$ cat config.mk
export PLATFORM = sky130hd
export DESIGN_NAME = vt_key_sequence_decoder_unit
export DESIGN_NICKNAME = d
export VERILOG_FILES = /design/src/hw/rtl/vtk_pkg.sv /design/src/hw/rtl/vtk_param_store.sv /design/src/hw/rtl/vt_key_sequence_decoder_unit.sv
export SDC_FILE = /design/constraint.sdc
export NUM_CORES = 1
export LEC_CHECK = 0
export BUFFER_PORTS_ARGS = -buffer_cell sky130_fd_sc_hd__buf_2
export CAP_MARGIN = 0
export CORE_UTILIZATION = 40
export DETAILED_ROUTE_END_ITERATION = 10
export GPL_TIMING_DRIVEN = 0
export PLACE_DENSITY = 0.69
export SYNTH_ARGS = -nofsm -noshare
export SYNTH_HDL_FRONTEND = slang
export SYNTH_SLANG_ARGS = --single-unit
export TNS_END_PERCENT = 10
$ cat constraint.sdc
create_clock -name clk -period 2.2 [get_ports clk]
set_clock_uncertainty 0.15 [all_clocks]
set_input_delay 0.44 -clock clk [delete_from_list [all_inputs] [get_ports clk]]
set_output_delay 0.44 -clock clk [all_outputs]
set_load 0.02 [all_outputs]
$ cat src/hw/rtl/vtk_pkg.sv
`timescale 1ns / 1ps
// Shared types and code point constants for the VT key sequence decoder.
package vtk_pkg;

  localparam int CpW = 21;
  localparam int SymW = 4;
  localparam int MatchLen = 3;

  typedef enum logic [1:0] {
    EV_NONE = 2'd0,
    EV_CHAR = 2'd1,
    EV_PBEG = 2'd2,
    EV_PEND = 2'd3
  } event_kind_t;

  typedef enum logic [3:0] {
    KEY_CHAR    = 4'd0,
    KEY_UP      = 4'd1,
    KEY_DOWN    = 4'd2,
    KEY_RIGHT   = 4'd3,
    KEY_LEFT    = 4'd4,
    KEY_CRIGHT  = 4'd5,
    KEY_CLEFT   = 4'd6,
    KEY_HOME    = 4'd7,
    KEY_END     = 4'd8,
    KEY_BACKTAB = 4'd9,
    KEY_DELETE  = 4'd10
  } key_kind_t;

  localparam logic [SymW-1:0] SYM_SEMI = 4'd10;

  localparam logic [CpW-1:0] CP_TAB      = 21'h09;
  localparam logic [CpW-1:0] CP_LF       = 21'h0A;
  localparam logic [CpW-1:0] CP_CR       = 21'h0D;
  localparam logic [CpW-1:0] CP_ESC      = 21'h1B;
  localparam logic [CpW-1:0] CP_SPACE    = 21'h20;
  localparam logic [CpW-1:0] CP_ZERO     = 21'h30;
  localparam logic [CpW-1:0] CP_NINE     = 21'h39;
  localparam logic [CpW-1:0] CP_SEMI     = 21'h3B;
  localparam logic [CpW-1:0] CP_UPPER_A  = 21'h41;
  localparam logic [CpW-1:0] CP_UPPER_B  = 21'h42;
  localparam logic [CpW-1:0] CP_UPPER_C  = 21'h43;
  localparam logic [CpW-1:0] CP_UPPER_D  = 21'h44;
  localparam logic [CpW-1:0] CP_UPPER_F  = 21'h46;
  localparam logic [CpW-1:0] CP_UPPER_H  = 21'h48;
  localparam logic [CpW-1:0] CP_UPPER_O  = 21'h4F;
  localparam logic [CpW-1:0] CP_UPPER_Z  = 21'h5A;
  localparam logic [CpW-1:0] CP_LBRACKET = 21'h5B;
  localparam logic [CpW-1:0] CP_TILDE    = 21'h7E;

  typedef struct packed {
    logic            ctrl;
    logic            p200;
    logic            p201;
    logic            single;
    logic [SymW-1:0] first;
  } vtk_match_t;

endpackage

$ cat src/hw/rtl/vtk_param_store.sv
`timescale 1ns / 1ps
// CSI parameter store with overflow flag and fixed-string matchers.
module vtk_param_store import vtk_pkg::*; #(
  parameter int PARAM_SLOTS = 3
) (
  input  logic            clk,
  input  logic            rst,
  input  logic            clear,
  input  logic            push,
  input  logic [SymW-1:0] sym,
  output vtk_match_t      match
);

  localparam int LenW = $clog2(PARAM_SLOTS + 1);

  logic [SymW-1:0] symbols [PARAM_SLOTS];
  logic [LenW-1:0] param_length;
  logic            param_overflow;
  logic            exact3;

  always_ff @(posedge clk) begin
    if (rst || clear) begin
      param_length   <= '0;
      param_overflow <= 1'b0;
    end else if (push) begin
      if (param_length < LenW'(PARAM_SLOTS)) begin
        param_length <= param_length + LenW'(1);
      end else begin
        param_overflow <= 1'b1;
      end
    end
  end

  always_ff @(posedge clk) begin
    for (int i = 0; i < PARAM_SLOTS; i++) begin
      if (push && !clear && param_length == LenW'(i)) begin
        symbols[i] <= sym;
      end
    end
  end

  assign exact3 = !param_overflow && param_length == LenW'(MatchLen);

  always_comb begin
    match.ctrl   = exact3 && symbols[0] == 4'd1 && symbols[1] == SYM_SEMI
                   && symbols[2] == 4'd5;
    match.p200   = exact3 && symbols[0] == 4'd2 && symbols[1] == 4'd0
                   && symbols[2] == 4'd0;
    match.p201   = exact3 && symbols[0] == 4'd2 && symbols[1] == 4'd0
                   && symbols[2] == 4'd1;
    match.single = !param_overflow && param_length == LenW'(1);
    match.first  = symbols[0];
  end

endmodule

$ cat src/hw/rtl/vt_key_sequence_decoder_unit.sv
`timescale 1ns / 1ps
// VT key sequence decoder: turns terminal code points into characters, keys and paste events.
// One code point is accepted per cycle while the output side keeps up, and each yields exactly
// one result transaction, possibly with event_kind none. A code point is held in the input
// register, is decoded in a single pass against the parser state and the CSI parameter
// store when the output side is free, and is presented from the result register; one result
// per cycle is sustained while the output side keeps up.
module vt_key_sequence_decoder_unit import vtk_pkg::*; #(
  parameter int PARAM_SLOTS = 3
) (
  input  logic           clk,
  input  logic           rst,
  input  logic           code_valid,
  output logic           code_stall,
  input  logic [CpW-1:0] code_point,
  output logic           event_valid,
  input  logic           event_stall,
  output logic [1:0]     event_kind,
  output logic [3:0]     key_kind,
  output logic [CpW-1:0] char_value
);

  typedef enum logic [1:0] {
    PH_IDLE,
    PH_ESC,
    PH_SS3,
    PH_CSI
  } phase_t;

  phase_t          phase, phase_next;
  logic            paste_mode, paste_mode_next;
  logic            cr_seen, cr_seen_next;
  logic            code_full;
  logic [CpW-1:0]  cp;
  logic            out_free;
  logic            go;
  logic            clear_seq;
  logic            push_sym;
  logic [SymW-1:0] sym;
  vtk_match_t      match;
  event_kind_t     ev;
  key_kind_t       key;
  logic [CpW-1:0]  ch;

  assign out_free   = !event_valid || !event_stall;
  assign go         = code_full && out_free;
  assign code_stall = code_full && !out_free;

  always_ff @(posedge clk) begin
    if (rst) begin
      code_full <= 1'b0;
    end else if (code_valid && !code_stall) begin
      code_full <= 1'b1;
    end else if (go) begin
      code_full <= 1'b0;
    end
    if (code_valid && !code_stall) begin
      cp <= code_point;
    end
  end

  vtk_param_store #(
    .PARAM_SLOTS(PARAM_SLOTS)
  ) u_params (
    .clk   (clk),
    .rst   (rst),
    .clear (go && clear_seq),
    .push  (go && push_sym),
    .sym   (sym),
    .match (match)
  );

  always_comb begin
    phase_next      = phase;
    paste_mode_next = paste_mode;
    cr_seen_next    = cr_seen;
    clear_seq       = 1'b0;
    push_sym        = 1'b0;
    sym             = cp[SymW-1:0];
    ev              = EV_NONE;
    key             = KEY_CHAR;
    ch              = '0;
    case (phase)
      PH_ESC: begin
        if (cp == CP_LBRACKET) begin
          phase_next = PH_CSI;
          clear_seq  = 1'b1;
        end else if (cp == CP_UPPER_O) begin
          phase_next = PH_SS3;
        end else begin
          phase_next = PH_IDLE;
          clear_seq  = 1'b1;
          ev         = EV_CHAR;
          ch         = CP_ESC;
        end
      end
      PH_SS3: begin
        phase_next = PH_IDLE;
        clear_seq  = 1'b1;
        if (cp == CP_UPPER_H) begin
          ev  = EV_CHAR;
          key = KEY_HOME;
        end else if (cp == CP_UPPER_F) begin
          ev  = EV_CHAR;
          key = KEY_END;
        end
      end
      PH_CSI: begin
        if (cp >= CP_ZERO && cp <= CP_NINE) begin
          push_sym = 1'b1;
        end else if (cp == CP_SEMI) begin
          push_sym = 1'b1;
          sym      = SYM_SEMI;
        end else begin
          phase_next = PH_IDLE;
          clear_seq  = 1'b1;
          ev         = EV_CHAR;
          case (cp)
            CP_UPPER_A: key = KEY_UP;
            CP_UPPER_B: key = KEY_DOWN;
            CP_UPPER_C: key = match.ctrl ? KEY_CRIGHT : KEY_RIGHT;
            CP_UPPER_D: key = match.ctrl ? KEY_CLEFT : KEY_LEFT;
            CP_UPPER_H: key = KEY_HOME;
            CP_UPPER_F: key = KEY_END;
            CP_UPPER_Z: key = KEY_BACKTAB;
            CP_TILDE: begin
              if (match.p200) begin
                paste_mode_next = 1'b1;
                ev              = EV_PBEG;
              end else if (match.p201) begin
                paste_mode_next = 1'b0;
                ev              = EV_PEND;
              end else if (match.single && match.first inside {4'd1, 4'd5, 4'd7, 4'd8}) begin
                key = KEY_HOME;
              end else if (match.single && match.first == 4'd4) begin
                key = KEY_END;
              end else if (match.single && match.first == 4'd3) begin
                key = KEY_DELETE;
              end else begin
                ev = EV_NONE;
              end
            end
            default: ev = EV_NONE;
          endcase
        end
      end
      default: begin
        ev = EV_CHAR;
        ch = cp;
        if (paste_mode && cp == CP_CR) begin
          cr_seen_next = 1'b1;
          ch           = CP_LF;
        end else if (paste_mode && cp == CP_LF) begin
          cr_seen_next = 1'b0;
          if (cr_seen) begin
            ev = EV_NONE;
            ch = '0;
          end
        end else begin
          if (paste_mode) begin
            cr_seen_next = 1'b0;
          end
          if (paste_mode && cp == CP_TAB) begin
            ch = CP_SPACE;
          end else if (cp == CP_ESC) begin
            phase_next = PH_ESC;
            ev         = EV_NONE;
            ch         = '0;
          end
        end
      end
    endcase
  end

  always_ff @(posedge clk) begin
    if (rst) begin
      phase       <= PH_IDLE;
      paste_mode  <= 1'b0;
      cr_seen     <= 1'b0;
      event_valid <= 1'b0;
    end else begin
      if (go) begin
        phase      <= phase_next;
        paste_mode <= paste_mode_next;
        cr_seen    <= cr_seen_next;
      end
      if (go) begin
        event_valid <= 1'b1;
      end else if (!event_stall) begin
        event_valid <= 1'b0;
      end
    end
    if (go) begin
      event_kind <= ev;
      key_kind   <= key;
      char_value <= ch;
    end
  end

  a_key_implies_char: assert property (@(posedge clk) disable iff (rst)
    event_valid && key_kind != KEY_CHAR |-> event_kind == EV_CHAR && char_value == '0)
    else $error("key result carries a character or wrong event kind");

  a_char_needs_plain: assert property (@(posedge clk) disable iff (rst)
    event_valid && char_value != '0 |-> event_kind == EV_CHAR && key_kind == KEY_CHAR)
    else $error("character value on a non-character result");

  a_paste_begin: assert property (@(posedge clk) disable iff (rst)
    go && ev == EV_PBEG |=> paste_mode && event_kind == EV_PBEG)
    else $error("paste begin did not enter paste mode");

  a_paste_end: assert property (@(posedge clk) disable iff (rst)
    go && ev == EV_PEND |=> !paste_mode && phase == PH_IDLE)
    else $error("paste end did not leave paste mode");

endmodule
After elaboration in Yosys (flattened, before gate mapping)
Memories as Yosys holds them, arrays and structs flattened.
Index checks and enable logic that the tools add are counted.
{"block": "totals", "register_bits": 57, "ramBits": 12, "n_memories": 1, "out_inout_bits": 29, "inputBits": 25}
{"memory": "u_params.symbols", "words": 3, "word_bits": 4, "read_ports": 3, "rd_ports_with_merged_regs": 0, "wr": 1, "line": "vtk_param_store.sv:16", "text": "logic [SymW-1:0] symbols [PARAM_SLOTS];"}
{"block": "op_classes", "bitwise": 4, "add_sub_neg": 1, "muxes": 80, "reduce_logical": 51, "magnitude_cmp": 3, "eq_ne": 37}
{"op": "== test 21 x 7 -> 1 bit (second input constant)", "n": 10}
{"op": "two-way mux 21 bit", "n": 5}
{"op": "== test 21 x 4 -> 1 bit (second input constant)", "n": 3}
{"op": "two-way mux 4 bit", "n": 14}
{"op": "one-hot mux 21 bit (2 select lines)", "n": 1}
{"op": "two-way mux 1 bit", "n": 34}
{"op": "two-way mux 2 bit", "n": 17}
{"op": "one-hot mux 4 bit (8 select lines)", "n": 1}
{"op": "logical AND 1 bit", "n": 25}
{"op": "== test 21 x 5 -> 1 bit (second input constant)", "n": 1}
{"op": "== test 21 x 6 -> 1 bit (second input constant)", "n": 1}
{"op": ">= comparator 21 x 6 -> 1 bit (second input constant)", "n": 1}
{"op": "<= comparator 21 x 6 -> 1 bit (second input constant)", "n": 1}
{"op": "== test 4 x 3 -> 1 bit (second input constant)", "n": 4}
{"op": "inequality test 4 x 1 -> 1 bit (second input constant)", "n": 3}
{"op": "one-hot mux 2 bit (3 select lines)", "n": 2}
{"op": "two-way mux 5 bit", "n": 2}
{"op": "== test 2 bit (second input constant)", "n": 4}
{"op": "== test 4 x 1 -> 1 bit (second input constant)", "n": 2}
{"op": "== test 4 x 2 -> 1 bit (second input constant)", "n": 2}
{"op": "== test 4 bit (second input constant)", "n": 2}
{"op": "logical NOT 4 bit", "n": 2}
{"op": "one-hot mux 4 bit (2 select lines)", "n": 1}
{"op": "nonzero test 4 bit", "n": 2}
{"op": "other kinds (22)", "n": 36}

Depth between registers and ports, before layout
Gate-level depths: netlist (run 1).
{"block": "depth", "depth_word": 13, "depth_mapped": 8, "ltp_nobuf": 7}

By module
Synthesis (run 1) repeated with hierarchy kept, for this count alone.
{"block": "unflattened", "cells_unflattened": 272, "hier_area_um2": 3350.7}
{"module": "vt_key_sequence_decoder_unit", "cells_each": 223, "seq_area_each_um2": 1561.5, "area_per_inst_um2": 2681.3, "n_inst": 1}
{"module": "vtk_param_store", "cells_each": 49, "seq_area_each_um2": 420.4, "area_per_inst_um2": 669.4, "n_inst": 1}

Least setup slack after synthesis (run 1)
Ideal clock, no wire load.
{"block": "synth_path", "path_kind": "reg-to-reg", "from": "register u_params.param_length[0]", "to": "register key_kind[1] (data pin)", "slack_ps": -106, "t_arrival_ps": 1891, "stages_incl_launch_ff": 7, "path_buffers": 0, "required_ps": 1785, "setup_time_ps": 265, "path_cell_list": "dfxtp_1 -> ha_1 -> or4b_2 -> nor4_1 -> a21oi_1 -> a31oi_1 -> o21ai_1"}
{"block": "synth_between", "elab_chain_cells": 12, "elab_cells_between_ends": 25}
{"element": "start: declaration", "line": "vtk_param_store.sv:17", "text": "logic [LenW-1:0] param_length;"}
{"element": "start signal: assignment", "line": "vtk_param_store.sv:27", "text": "param_length <= param_length + LenW'(1);"}
{"element": "== test 2 x 1 -> 1 bit", "line": "vtk_param_store.sv:51", "text": "match.single = !param_overflow && param_length == LenW'(1);"}
{"element": "logical AND 1 bit", "line": "vtk_param_store.sv:51"}
{"element": "logical AND 1 bit", "line": "vt_key_sequence_decoder_unit.sv:137", "text": "end else if (match.single && match.first == 4'd3) begin"}
{"element": "two-way mux 4 bit", "line": "vt_key_sequence_decoder_unit.sv:137"}
{"element": "two-way mux 4 bit", "line": "vt_key_sequence_decoder_unit.sv:135", "text": "end else if (match.single && match.first == 4'd4) begin"}
{"element": "two-way mux 4 bit", "line": "vt_key_sequence_decoder_unit.sv:133", "text": "end else if (match.single && match.first inside {4'd1, 4'd5, 4'd7, 4'd8}) begin"}
{"element": "two-way mux 4 bit", "line": "vt_key_sequence_decoder_unit.sv:130", "text": "end else if (match.p201) begin"}
{"element": "two-way mux 4 bit", "line": "vt_key_sequence_decoder_unit.sv:127", "text": "if (match.p200) begin"}
{"element": "one-hot mux 4 bit (8 select lines) (*)", "line": "vt_key_sequence_decoder_unit.sv:118", "text": "case (cp)"}
{"element": "two-way mux 4 bit (*)", "line": "vt_key_sequence_decoder_unit.sv:111", "text": "end else if (cp == CP_SEMI) begin"}
{"element": "two-way mux 4 bit (*)", "line": "vt_key_sequence_decoder_unit.sv:109", "text": "if (cp >= CP_ZERO && cp <= CP_NINE) begin"}
{"element": "one-hot mux 4 bit (2 select lines) (*)", "line": "vt_key_sequence_decoder_unit.sv:83", "text": "case (phase)"}
{"element": "via key[1]", "line": "vt_key_sequence_decoder_unit.sv:42", "text": "key_kind_t key;"}
{"element": "end signal: assignment", "line": "vt_key_sequence_decoder_unit.sv:195", "text": "key_kind <= key;"}
{"element": "end: declaration", "line": "vt_key_sequence_decoder_unit.sv:19", "text": "output logic [3:0] key_kind,"}
Mark *: on every way through the listed nets, which the timed path passes. The rest lies on a longest branch.
A chain may end at the register's enable or synchronous reset.

Worst setup path in the final report (run 1)
{"block": "layout_path", "from": "register cp[1]", "to": "register event_kind[0] (data pin)"}
{"block": "layout_between", "elab_chain_cells": 6, "elab_cells_between_ends": 34}
{"element": "start: declaration", "line": "vt_key_sequence_decoder_unit.sv:34", "text": "logic [CpW-1:0] cp;"}
{"element": "start signal: assignment", "line": "vt_key_sequence_decoder_unit.sv:58", "text": "cp <= code_point;"}
{"element": "== test 21 x 7 -> 1 bit, or another cell as far along", "line": "vt_key_sequence_decoder_unit.sv:100, vt_key_sequence_decoder_unit.sv:118"}
{"element": "OR reduction 7 bit (no source line), or another cell as far along"}
{"element": "one-hot mux 2 bit (2 select lines) / two-way mux 1 bit (equally long branches)", "line": "vt_key_sequence_decoder_unit.sv:118, vt_key_sequence_decoder_unit.sv:163"}
{"element": "two-way mux 2 bit, on equally long branches", "line": "vt_key_sequence_decoder_unit.sv:111, vt_key_sequence_decoder_unit.sv:153"}
{"element": "two-way mux 2 bit, on equally long branches", "line": "vt_key_sequence_decoder_unit.sv:109, vt_key_sequence_decoder_unit.sv:150"}
{"element": "one-hot mux 2 bit (3 select lines) (*)", "line": "vt_key_sequence_decoder_unit.sv:83"}
{"element": "via ev[0]", "line": "vt_key_sequence_decoder_unit.sv:41", "text": "event_kind_t ev;"}
{"element": "end signal: assignment", "line": "vt_key_sequence_decoder_unit.sv:194", "text": "event_kind <= ev;"}
{"element": "end: declaration", "line": "vt_key_sequence_decoder_unit.sv:18", "text": "output logic [1:0] event_kind,"}
Marks and branches as above.

==> reports/qor.yml, run 1 <==
drt:
  vias: 2446
  drt_wl_total_um: 7367
  post-route-drc-count: 0
  ant_nets: 0
  via_per_inst: 5.460
  avgRoutedWirePerCell_um: 16.44
  dr.pass1.iters: 5
  drt-initial-drc-count: 204
synthesis:
  synth_edf_count: 60
  ys_seq_area_frac: 0.6074
  synth_area_leaders: "edfxtp_1 55%, dfxtp_1 5.5%, and2_1 3.6%, ha_1 3.1%, nor2_1 2.1%"
  ys.flop_type: "edfxtp_1"
  synth_top_cell_by_area: "edfxtp_1"
  ys_seq_elements: 69
  syn_nets: 301
  syn_avg_cell_area_um2: 12.18
  ys_warn_count: 0
  netlist_top_cells_count: "60 x edfxtp_1, 19 x and2_1, 18 x nor2_1"
  synth.cell_area_mm2: 0.003263
  syn_inst: 268
  synth_most_common_cell: "edfxtp_1"
  synthArstFlopShare: 0
  synth_top_area_frac: 0.5521
  yosysUniqueCellTypes: 55
pwr:
  netSwitchingPower_uw: 683.6
  power_uw: 2650
  p_int_uw: 1966
  switching_share: 0.2580
  p_leak_uw: 0.001489
  power_frac_clock: 0.360
  ir_worst_vdd_mv: 0.2689
  seqPwrFrac: 0.568
  powerDensity_mw_per_mm2: 628.8
  pwr-share-comb: 0.072
setup_path:
  crit_path_cell_trace: "clkbuf_4 > or3b_4 > a2111oi_4 > nand4_1 > a21boi_1 > o22a_1 > o21ai_1"
  cp.arrival_ns: 2.53
  critPathKind: "flip-flop to flip-flop"
  cp.required_ns: 2.24
  startpoint_type: "flip-flop"
  cpMaxStageDelayCell: "or3b_4"
  cp_num_buf_inv: 1
  crit_family: "compound AO/OA/AOI/OAI gates"
  crit_fanout: 10
  end_kind: "flip-flop"
  critPathMaxStageDelay_ns: 0.47
global_route:
  grt_max_degree: 33
  grt_pass1_wl_um: 11820
  track_usage: 0.1814
  antenna_found_initial: 0
  overflow: 0
  grt_pass1_vias: 2463
clocking:
  holdBufCountCts: 0
  ctsRootBufferMaster: "clkbuf_8"
  cts_tree: "done"
  clk_pin_slew_ns: 0.09
  clk_latency_ns: 0.36
  clockBufferDepth: 2
  cts_max_level: 3
  clock-sinks: 69
  numCtsBuffers: 9
timing:
  fmax_mhz: 400.9
  finalCriticalPeriod_ns: 2.494
  maxSlewViolCount: 0
  worstMarginPinSlew_ns: 0.6789
  setup_violations: 41
  slew_headroom: 0.5465
  tns_ns: -6.789
  fin_crit_sh: 1.134
  hold_violations: 0
  timing.final.ws_setup_ns: -0.2944
  rsz0062_at_grt: "true"
finish:
  area_growth_pct: 29.14
  drive_gt1_frac: 0.3815
  fillCellCount: 686
  antenna_cells: 0
  nets: 374
die:
  die_area_mm2: 0.008523
  coreArea_mm2: 0.007807
  io_pins: 54
  start_util: 0.4179
  die_h_um: 92.32
  fp.dieW_um: 92.32
  rows: 32
outcome:
  outcome: "complete, but fails checks"
  violations: "setup timing"
hold_path:
  hp-class: "input port to flip-flop"
place:
  gp_congestion: 0.8573
  hpwl_um: 4855
  portBuffers: 53
job:
  cap_viol_max_count: 0
## registers in the layout (all words and copies together) (netlist names), 2 cells and up
register	flops
key_kind	4
cp	21
char_value	21
u_params.symbols	12
u_params.param_length	2
event_kind	2
phase	2
## power by group through the flow
stage	combinational [µW]	sequential (µW)	clock, µW
2_1_floorplan	73.9	1550	0
3_3_place_gp	168	1530	0
3_5_place_dp	174	1530	0
4_1_cts	182	1500	965
5_1_grt	206	1510	1020
6_report	191	1510	954
## layout by cell type, fill, tap and decap left out, types with 9 or more instances in the layout
cell      netlist  layout
nand2_1         9       9
clkbuf_8        0      11
buf_2           3      55
buf_4           0       9
and2_1         19      16
a21oi_1        12      11
edfxtp_1       60      60
nand2b_1       10      10
nor2_1         18      16
## routing by layer
metal / track usage / wire length [µm] / vias to the layer above
li1: - / - / 1154
met1: 0.2310 / 3175 / 1156
met2: 0.2815 / 3489 / 115
met3: 0.04433 / 492 / 21
met4: 0.1042 / 209 / 0
met5: 0 / 0 / -
## final timing paths
path	from	to	slack (ns)	depth (start not counted)
min reg2reg	phase[1]	phase[1]	0.35	2
min	code_point[12]	cp[12]	0.1	1
max reg2reg	cp[1]	event_kind[0]	-0.29	7
max	cp[1]	event_kind[0]	-0.29	7
## logic make-up (layout without fill, tap and decap cells)
group	Yosys count	in the layout	share of synthesized area
buffers and inverters	19	97	0.02531
muxes	4	4	0.01265
adders and majority gates	8	8	0.03068
AOI/OAI and AO/OA	45	45	0.09049
DFF	69	69	0.6074
and+or+nand+nor	120	120	0.2255
xor gates and xnor gates	3	3	0.008054
## cell type report
type | instances | area [µm²] | share of cell area
sequential | 69 | 1983 | 0.4706
multi-input combinational | 180 | 1471 | 0.3492
timing repair buffer | 63 | 347.8 | 0.08254
tap | 102 | 127.6 | 0.03028
clock buffer | 9 | 123.9 | 0.02939
buffer | 11 | 75.07 | 0.01781
clock inverter | 7 | 55.05 | 0.01306
inverter | 7 | 30.03 | 0.007126
## worst reg2reg max path: stages, from the launching register on
cell	delay [ns]
edfxtp_1	0.41
clkbuf_4	0.23
or3b_4	0.47
a2111oi_4	0.40
nand4_1	0.18
a21boi_1	0.17
o22a_1	0.23
o21ai_1	0.11
## through the flow
step,area [µm²],util,setup WS (ns),hold slack (ns),instances
2_1_floorplan,3286,-,-0.05011,0.2920,268
3_5_place_dp,3696,0.4734,-0.6192,0.3338,424
5_1_grt,4214,0.5397,-0.3900,0.08610,448
4_1_cts,4078,0.5223,-0.2823,0.08744,443
3_3_place_gp,3679,0.4712,-0.5897,0.3185,423
6_report,4214,0.5397,-0.2944,0.09730,448
## timing repair
action                                  4_1_cts  5_1_grt
buffers inserted                              4        5
endpoints found under the setup margin       42       44
resized for setup                            39       20
pin swaps                                     9        7
Power figures use the tool's default switching activity.
==> run 2: changes to the inputs <==
Settings changed: ABC_AREA set to 1.
==> run 2 against run 1 <==
Against the previous run:
- the run now ends clean
- critical path type unchanged
- via count grew 14%
- hold slack gained 0.020 ns
- die area grew 5.7%
- critical path depth grew 3
==> reports/qor.yml, run 2 <==
setup_path:
  critPathKind: "flip-flop to flip-flop"
  crit_family: "simple AND/OR/NAND/NOR gates"
  cp.arrival_ns: 2.06  # -0.47 ns
  crit_path_cell_trace: "nor2_1 > nand2_2 > nor2_4 > buf_4 > nand2_4 > inv_2 > buf_6 > nand3_1 > nand4_1 > o21ai_0"
  cp_num_buf_inv: 3  # +2
  startpoint_type: "flip-flop"
  ff2ff_path_depth: 10  # +3
  reg2reg_to: "char_value[4]"
  cp.required_ns: 2.14  # -0.10 ns
  regToRegStartpoint: "cp[9]"
  critPathMaxStageDelay_ns: 0.40  # -0.07 ns
  end_kind: "flip-flop"
  crit_fanout: 10  # unchanged
  cpMaxStageDelayCell: "edfxtp_1"
  rrSetupSlack_ns: 0.08  # +0.37 ns
synthesis:
  synth_xor_area_frac: 0  # -0.008052
  syn_inst: 383  # +43%
  synth_top_family_by_area: "simple AND/OR/NAND/NOR gates"
  synth_edf_count: 60  # unchanged
  yosys.area_share.simple: 0.2791  # +0.05363
  synth_top_area_frac: 0.5219  # -0.03022
  synth_most_common_cell: "nand2_1"
  synth_top_cell_by_area: "edfxtp_1"
  netlist_top_cells_count: "81 x nand2_1, 65 x nor2_1, 60 x edfxtp_1, 60 x inv_1, 28 x nand3_1"
  ys.flop_type: "edfxtp_1"
  ys_seq_elements: 69  # unchanged
  synth_adder_area_share: 0.02900  # -0.001679
  ys_warn_count: 0  # unchanged
  synth_compound_gate_area_share: 0.03625  # -0.05425
  synth_area_leaders: "edfxtp_1 52%, nand2_1 8.8%, nor2_1 7.1%, inv_1 6.5%, dfxtp_1 5.2%"
  syn_avg_cell_area_um2: 9.013  # -26%
  synth.cell_area_mm2: 0.003452  # +5.8%
  yosysUniqueCellTypes: 27  # -51%
  synthArstFlopShare: 0  # unchanged
  synthMuxAreaShare: 0  # -0.01265
  syn_nets: 416  # +38%
  ys_seq_area_frac: 0.5741  # -0.03324
outcome:
  outcome: "finished, final reports clean"
global_route:
  track_usage: 0.1808  # -0.0006273
  overflow: 0  # unchanged
  grt_pass1_wl_um: 12070  # +2.1%
  antenna_found_initial: 0  # unchanged
  grt_max_degree: 22  # -33%
  grt_pass1_vias: 2620  # +6.4%
timing:
  worstMarginPinSlew_ns: 1.020  # +0.3413 ns
  rsz0062_at_grt: "true"
  hold_ws_ns: 0.1176  # +0.02034 ns
  finalCriticalPeriod_ns: 2.122  # -0.3729 ns
  slew_headroom: 0.3192  # -0.2273
  setup_violations: 0  # -100%
  timing.final.ws_setup_ns: 0.07847  # +0.3729 ns
  fin_crit_sh: 0.9643  # -0.1695
  maxSlewViolCount: 0  # unchanged
  hold_violations: 0  # unchanged
  tns_ns: 0  # +6.789 ns
  fmax_mhz: 471.4  # +18%
finish:
  final_cell_mix: "78 x nand2_1, 60 x edfxtp_1, 59 x inv_1"
  layout_commonest_cell: "nand2_1"
  fin_cells: 564  # +26%
  largestRegisters: "char_value (21), cp (21), u_params.symbols (12)"
  nets: 487  # +30%
  area_growth_pct: 21.64
  fillCellCount: 780  # +14%
  drive_gt1_frac: 0.2527  # -0.1288
  antenna_cells: 0  # unchanged
hold_path:
  hp-start: "code_point[15]"
  hp-class: "input port to flip-flop"
  min_path_cells: 1  # unchanged
  min_to: "cp[15]"
drt:
  avgRoutedWirePerCell_um: 13.56  # -18%
  drt_wl_total_um: 7647  # +3.8%
  drt-initial-drc-count: 170  # -17%
  post-route-drc-count: 0  # unchanged
  dr.pass1.iters: 4  # -1
  via_per_inst: 4.965  # -9.1%
  vias: 2800  # +14%
  ant_nets: 0  # unchanged
place:
  hpwl_um: 5377  # +11%
  gp_congestion: 0.9011  # +5.1%
  portBuffers: 53  # unchanged
  dp_cells: 541  # +28%
  pre_cts_slack_ns: -0.6543  # -0.03510 ns
clocking:
  cts_tree: "done"
  numCtsBuffers: 9  # unchanged
  clockBufferDepth: 2  # unchanged
  cts_max_level: 3  # unchanged
  clock-sinks: 69  # unchanged
  clk_latency_ns: 0.34  # -0.02 ns
  holdBufCountCts: 0  # unchanged
  clk_pin_slew_ns: 0.08  # about the same
  ctsRootBufferMaster: "clkbuf_8"
die:
  rows: 33  # +3.1%
  die_h_um: 94.90  # +2.8%
  io_pins: 54  # unchanged
  coreArea_mm2: 0.008299  # +6.3%
  die_area_mm2: 0.009006  # +5.7%
  fp.dieW_um: 94.90  # +2.8%
  start_util: 0.4160  # -0.001998
job:
  cap_viol_max_count: 0  # unchanged
pwr:
  p_leak_uw: 0.001819  # +22%
  ir_worst_vdd_mv: 0.5416  # +100%
  powerDensity_mw_per_mm2: 676.4  # +7.6%
==> run 2: cell types whose count changed after synthesis, sizes merged, moves of 4 or more <==
cell,before,now
inv,7,63
or4,4,0
and2,19,0
nand2,9,87
and3,5,0
nand4,2,11
nor4,9,1
nand2b,10,0
nand3,9,31
nor2b,9,0
or3b,4,0
nor2,18,72
==> run 2: per-stage QoR <==
step	power (µW)	utilization	area (µm²)
after floorplan	1631	-	3460
after global placement	1700	0.4646	3856
after detailed placement	1702	0.4646	3856
after CTS	2860	0.4980	4133
after global routing	2945	0.5060	4199
final	2840	0.5060	4199
==> run 2: cells by family (layout without fill, tap and decap cells) <==
family                   count (synthesis)  in the layout
AND/OR/NAND/NOR                        211            212
buffers and inverters                   71            146
flip-flops                              69             69
AO/OA/AOI/OAI                           24             24
adder cells (fa/ha/maj)                  8              8
==> run 2: worst max path at each step <==
stage | from | endpoint | cells past startpoint
floorplan | event_stall | u_params.symbols[0][0] | 7
CTS | cp[7] | u_params.symbols[0][10] | 9
finish | cp[9] | char_value[4] | 10
global placement | event_stall | u_params.symbols[0][5] | 8
global route | cp[11] | char_value[4] | 10
detailed placement | event_stall | u_params.symbols[0][9] | 8
==> run 2: area by class of cell <==
class	instances	area [µm²]	area share
buffer	8	46.29	0.01103
clock buffer	9	123.9	0.02950
clock inverter	7	98.84	0.02354
inverter	63	236.5	0.05632
multi-input combinational	244	1270	0.3024
sequential	69	1982	0.4720
tap	105	131.4	0.03129
timing repair buffer	59	310.3	0.07390
==> run 2: per-layer routing <==
metal / wire [µm] / up-vias / share of wire / track usage
met3: 492 / 20 / 0.064 / 0.05556
met2: 3733 / 106 / 0.49 / 0.3010
met1: 3244 / 1288 / 0.42 / 0.2170
met5: 0 / - / 0 / 0
li1: - / 1386 / - / -
met4: 176 / 0 / 0.023 / 0.07323
==> run 2: worst register-to-register path, delay by kind of cell (launching register included) <==
| family | cells | cell delay (ns) |
|---|---|---|
| AO/OA/AOI/OAI | 1 | 0.10 |
| flip-flops | 1 | 0.40 |
| AND/OR/NAND/NOR | 6 | 0.81 |
| buffers and inverters | 3 | 0.39 |
==> run 2: report_power, final <==
part / total (µW) / internal (µW) / switching, µW
sequential: 1500 / 1480 / 21.7
clock: 1150 / 644 / 508
combinational: 191 / 61.3 / 129
==> run 2: repair_timing <==
item	in CTS	in global routing
cloned	1	0
pin swaps	2	0
endpoints found under the setup margin	13	17
gates resized for setup	7	14
buffers inserted	3	3
==> run 3: changes to the inputs <==
Settings changed: CORE_MARGIN set to 2, REMOVE_ABC_BUFFERS set to 1.
==> run 3 against run 2 <==
Against the previous run:
- via count decreased by 3.3%
- critical endpoint is now u_params.symbols[0][1]
- die area increased by 4.3%
- largest power group unchanged
- fmax increased by 2.3%
- non-clock buffer count decreased by 7
- combinational power decreased by 5%
==> reports/qor.yml, run 3 (synthesis gave the netlist of run 2 again) <==
clocking:
  clk_pin_slew_ns: 0.08  # about the same
  clockBufferDepth: 2  # unchanged
  numCtsBuffers: 9  # unchanged
  cts_max_level: 3  # unchanged
  ctsRootBufferMaster: "clkbuf_8"
  clock-sinks: 69  # unchanged
  holdBufCountCts: 0  # unchanged
  cts_tree: "done"
  clk_latency_ns: 0.35  # about the same
finish:
  antenna_cells: 0  # unchanged
  nets: 480  # -1.4%
  final_core_util: 0.5025  # -0.003467
  drive_gt1_frac: 0.2412  # -0.01157
  fin_cells: 557  # -1.2%
  final_cell_mix: "79 x nand2_1, 60 x inv_1, 60 x edfxtp_1"
  layout_commonest_cell: "nand2_1"
  largestRegisters: "char_value (21), cp (21), u_params.symbols (12)"
  area_growth_pct: 20.80
setup_path:
  rrSetupSlack_ns: 0.13  # +0.05 ns
  end_kind: "flip-flop"
  critPathKind: "flip-flop to flip-flop"
  crit_fanout: 6  # -4
  startpoint_type: "flip-flop"
  cp.arrival_ns: 1.98  # -0.08 ns
  cp.required_ns: 2.11  # -0.03 ns
timing:
  finalCriticalPeriod_ns: 2.074  # -0.04722 ns
  maxSlewViolCount: 0  # unchanged
  worstMarginPinSlew_ns: 0.9235  # -0.09662 ns
  tns_ns: 0  # unchanged
  timing.final.ws_setup_ns: 0.1257  # +0.04722 ns
  hold_ws_ns: 0.1061  # -0.01154 ns
  rsz0062_at_grt: "true"
  setup_violations: 0  # unchanged
  slew_headroom: 0.3836  # +0.06448
  fin_crit_sh: 0.9429  # -0.02146
  fmax_mhz: 482.1  # +2.3%
  hold_violations: 0  # unchanged
global_route:
  grt_max_degree: 22  # unchanged
  grt_pass1_wl_um: 12150  # +0.68%
  track_usage: 0.1634  # -0.01743
  grt_pass1_vias: 2617  # -0.11%
  overflow: 0  # unchanged
  antenna_found_initial: 0  # unchanged
hold_path:
  hp-class: "input port to flip-flop"
drt:
  avgRoutedWirePerCell_um: 13.06  # -3.7%
  ant_nets: 0  # unchanged
  vias: 2709  # -3.3%
  via_per_inst: 4.864  # -2.0%
  post-route-drc-count: 0  # unchanged
  drt_wl_total_um: 7273  # -4.9%
  drt-initial-drc-count: 195  # +15%
  dr.pass1.iters: 5  # +1
place:
  portBuffers: 53  # unchanged
  dp_cells: 533  # -1.5%
  pre_cts_slack_ns: -0.6037  # +0.05060 ns
  gp_congestion: 0.8745  # -3.0%
  hpwl_um: 4920  # -8.5%
die:
  die_h_um: 96.90  # +2.1%
  coreArea_mm2: 0.008299  # unchanged
  start_util: 0.4160  # unchanged
  io_pins: 54  # unchanged
  die_area_mm2: 0.009390  # +4.3%
  rows: 33  # unchanged
  fp.dieW_um: 96.90  # +2.1%
pwr:
  ir_worst_vdd_mv: 0.4177  # -23%
  p_leak_uw: 0.001804  # -0.83%
  powerDensity_mw_per_mm2: 699.1  # +3.4%
job:
  cap_viol_max_count: 0  # unchanged
outcome:
  outcome: "finished, final reports clean"
[run 3: changes by cell type in the layout (fill, tap and decap cells not counted), moves of 2 or more]
cell,change
inv_2,-2
dfxtp_1,-2
dfxtp_2,+2
nor2_1,+2
nand2_2,-2
clkinv_1,+2
clkbuf_1,-4
[run 3: routing by layer]
layer | global-route usage | up-vias | wire length, µm
li1 | - | 1370 | -
met1 | 0.2081 | 1236 | 3217
met2 | 0.2644 | 88 | 3457
met3 | 0.04118 | 15 | 480
met4 | 0.07042 | 0 | 117
met5 | 0 | - | 0
[run 3: repair_timing]
action | CTS | global route
setup endpoints to repair | 12 | 14
gates resized for setup | 4 | 14
gates cloned | 1 | 0
setup buffers | 3 | 4
pin swaps | 1 | 2
[run 3: final timing paths]
check                     startpoint                 endpoint  depth (start not counted)
min reg2reg  u_params.param_overflow  u_params.param_overflow                          2
max                           cp[13]   u_params.symbols[0][1]                          9
min                   code_point[15]                   cp[15]                          1
max reg2reg                   cp[13]   u_params.symbols[0][1]                          9
[run 3: critical path: stages, from the launching register on]
cell,delay [ns]
edfxtp_1,0.40
nor2_1,0.13
nand2_1,0.10
nor2_4,0.23
nand3_2,0.16
nand2_2,0.11
nand2_2,0.07
nor2_2,0.15
nand2_4,0.10
nor2_4,0.17
[run 3: power by group]
part           total, µW  internal [µW]  leakage [µW]  switching [µW]
logic                182           58.1       0.00105             124
registers           1500           1480      0.000639            25.0
clock network       1230            747      0.000115             484
total               2920           2280       0.00180             634
[run 3: final cells by class]
cell class,count,area [µm²]
Timing Repair Buffer,60,317.8
Tap cell,105,131.4
Clock buffer,9,123.9
Sequential cell,69,1984
Multi-Input combinational cell,244,1260
Inverter,63,239.0
Fill cell,763,4129
Clock inverter,7,113.9
[run 3: stage by stage]
step | area (µm²) | power, µW
floorplan | 3407 | 1625
global placement | 3804 | 1692
detailed placement | 3811 | 1698
CTS | 4088 | 2930
global route | 4170 | 3020
finish | 4170 | 2915
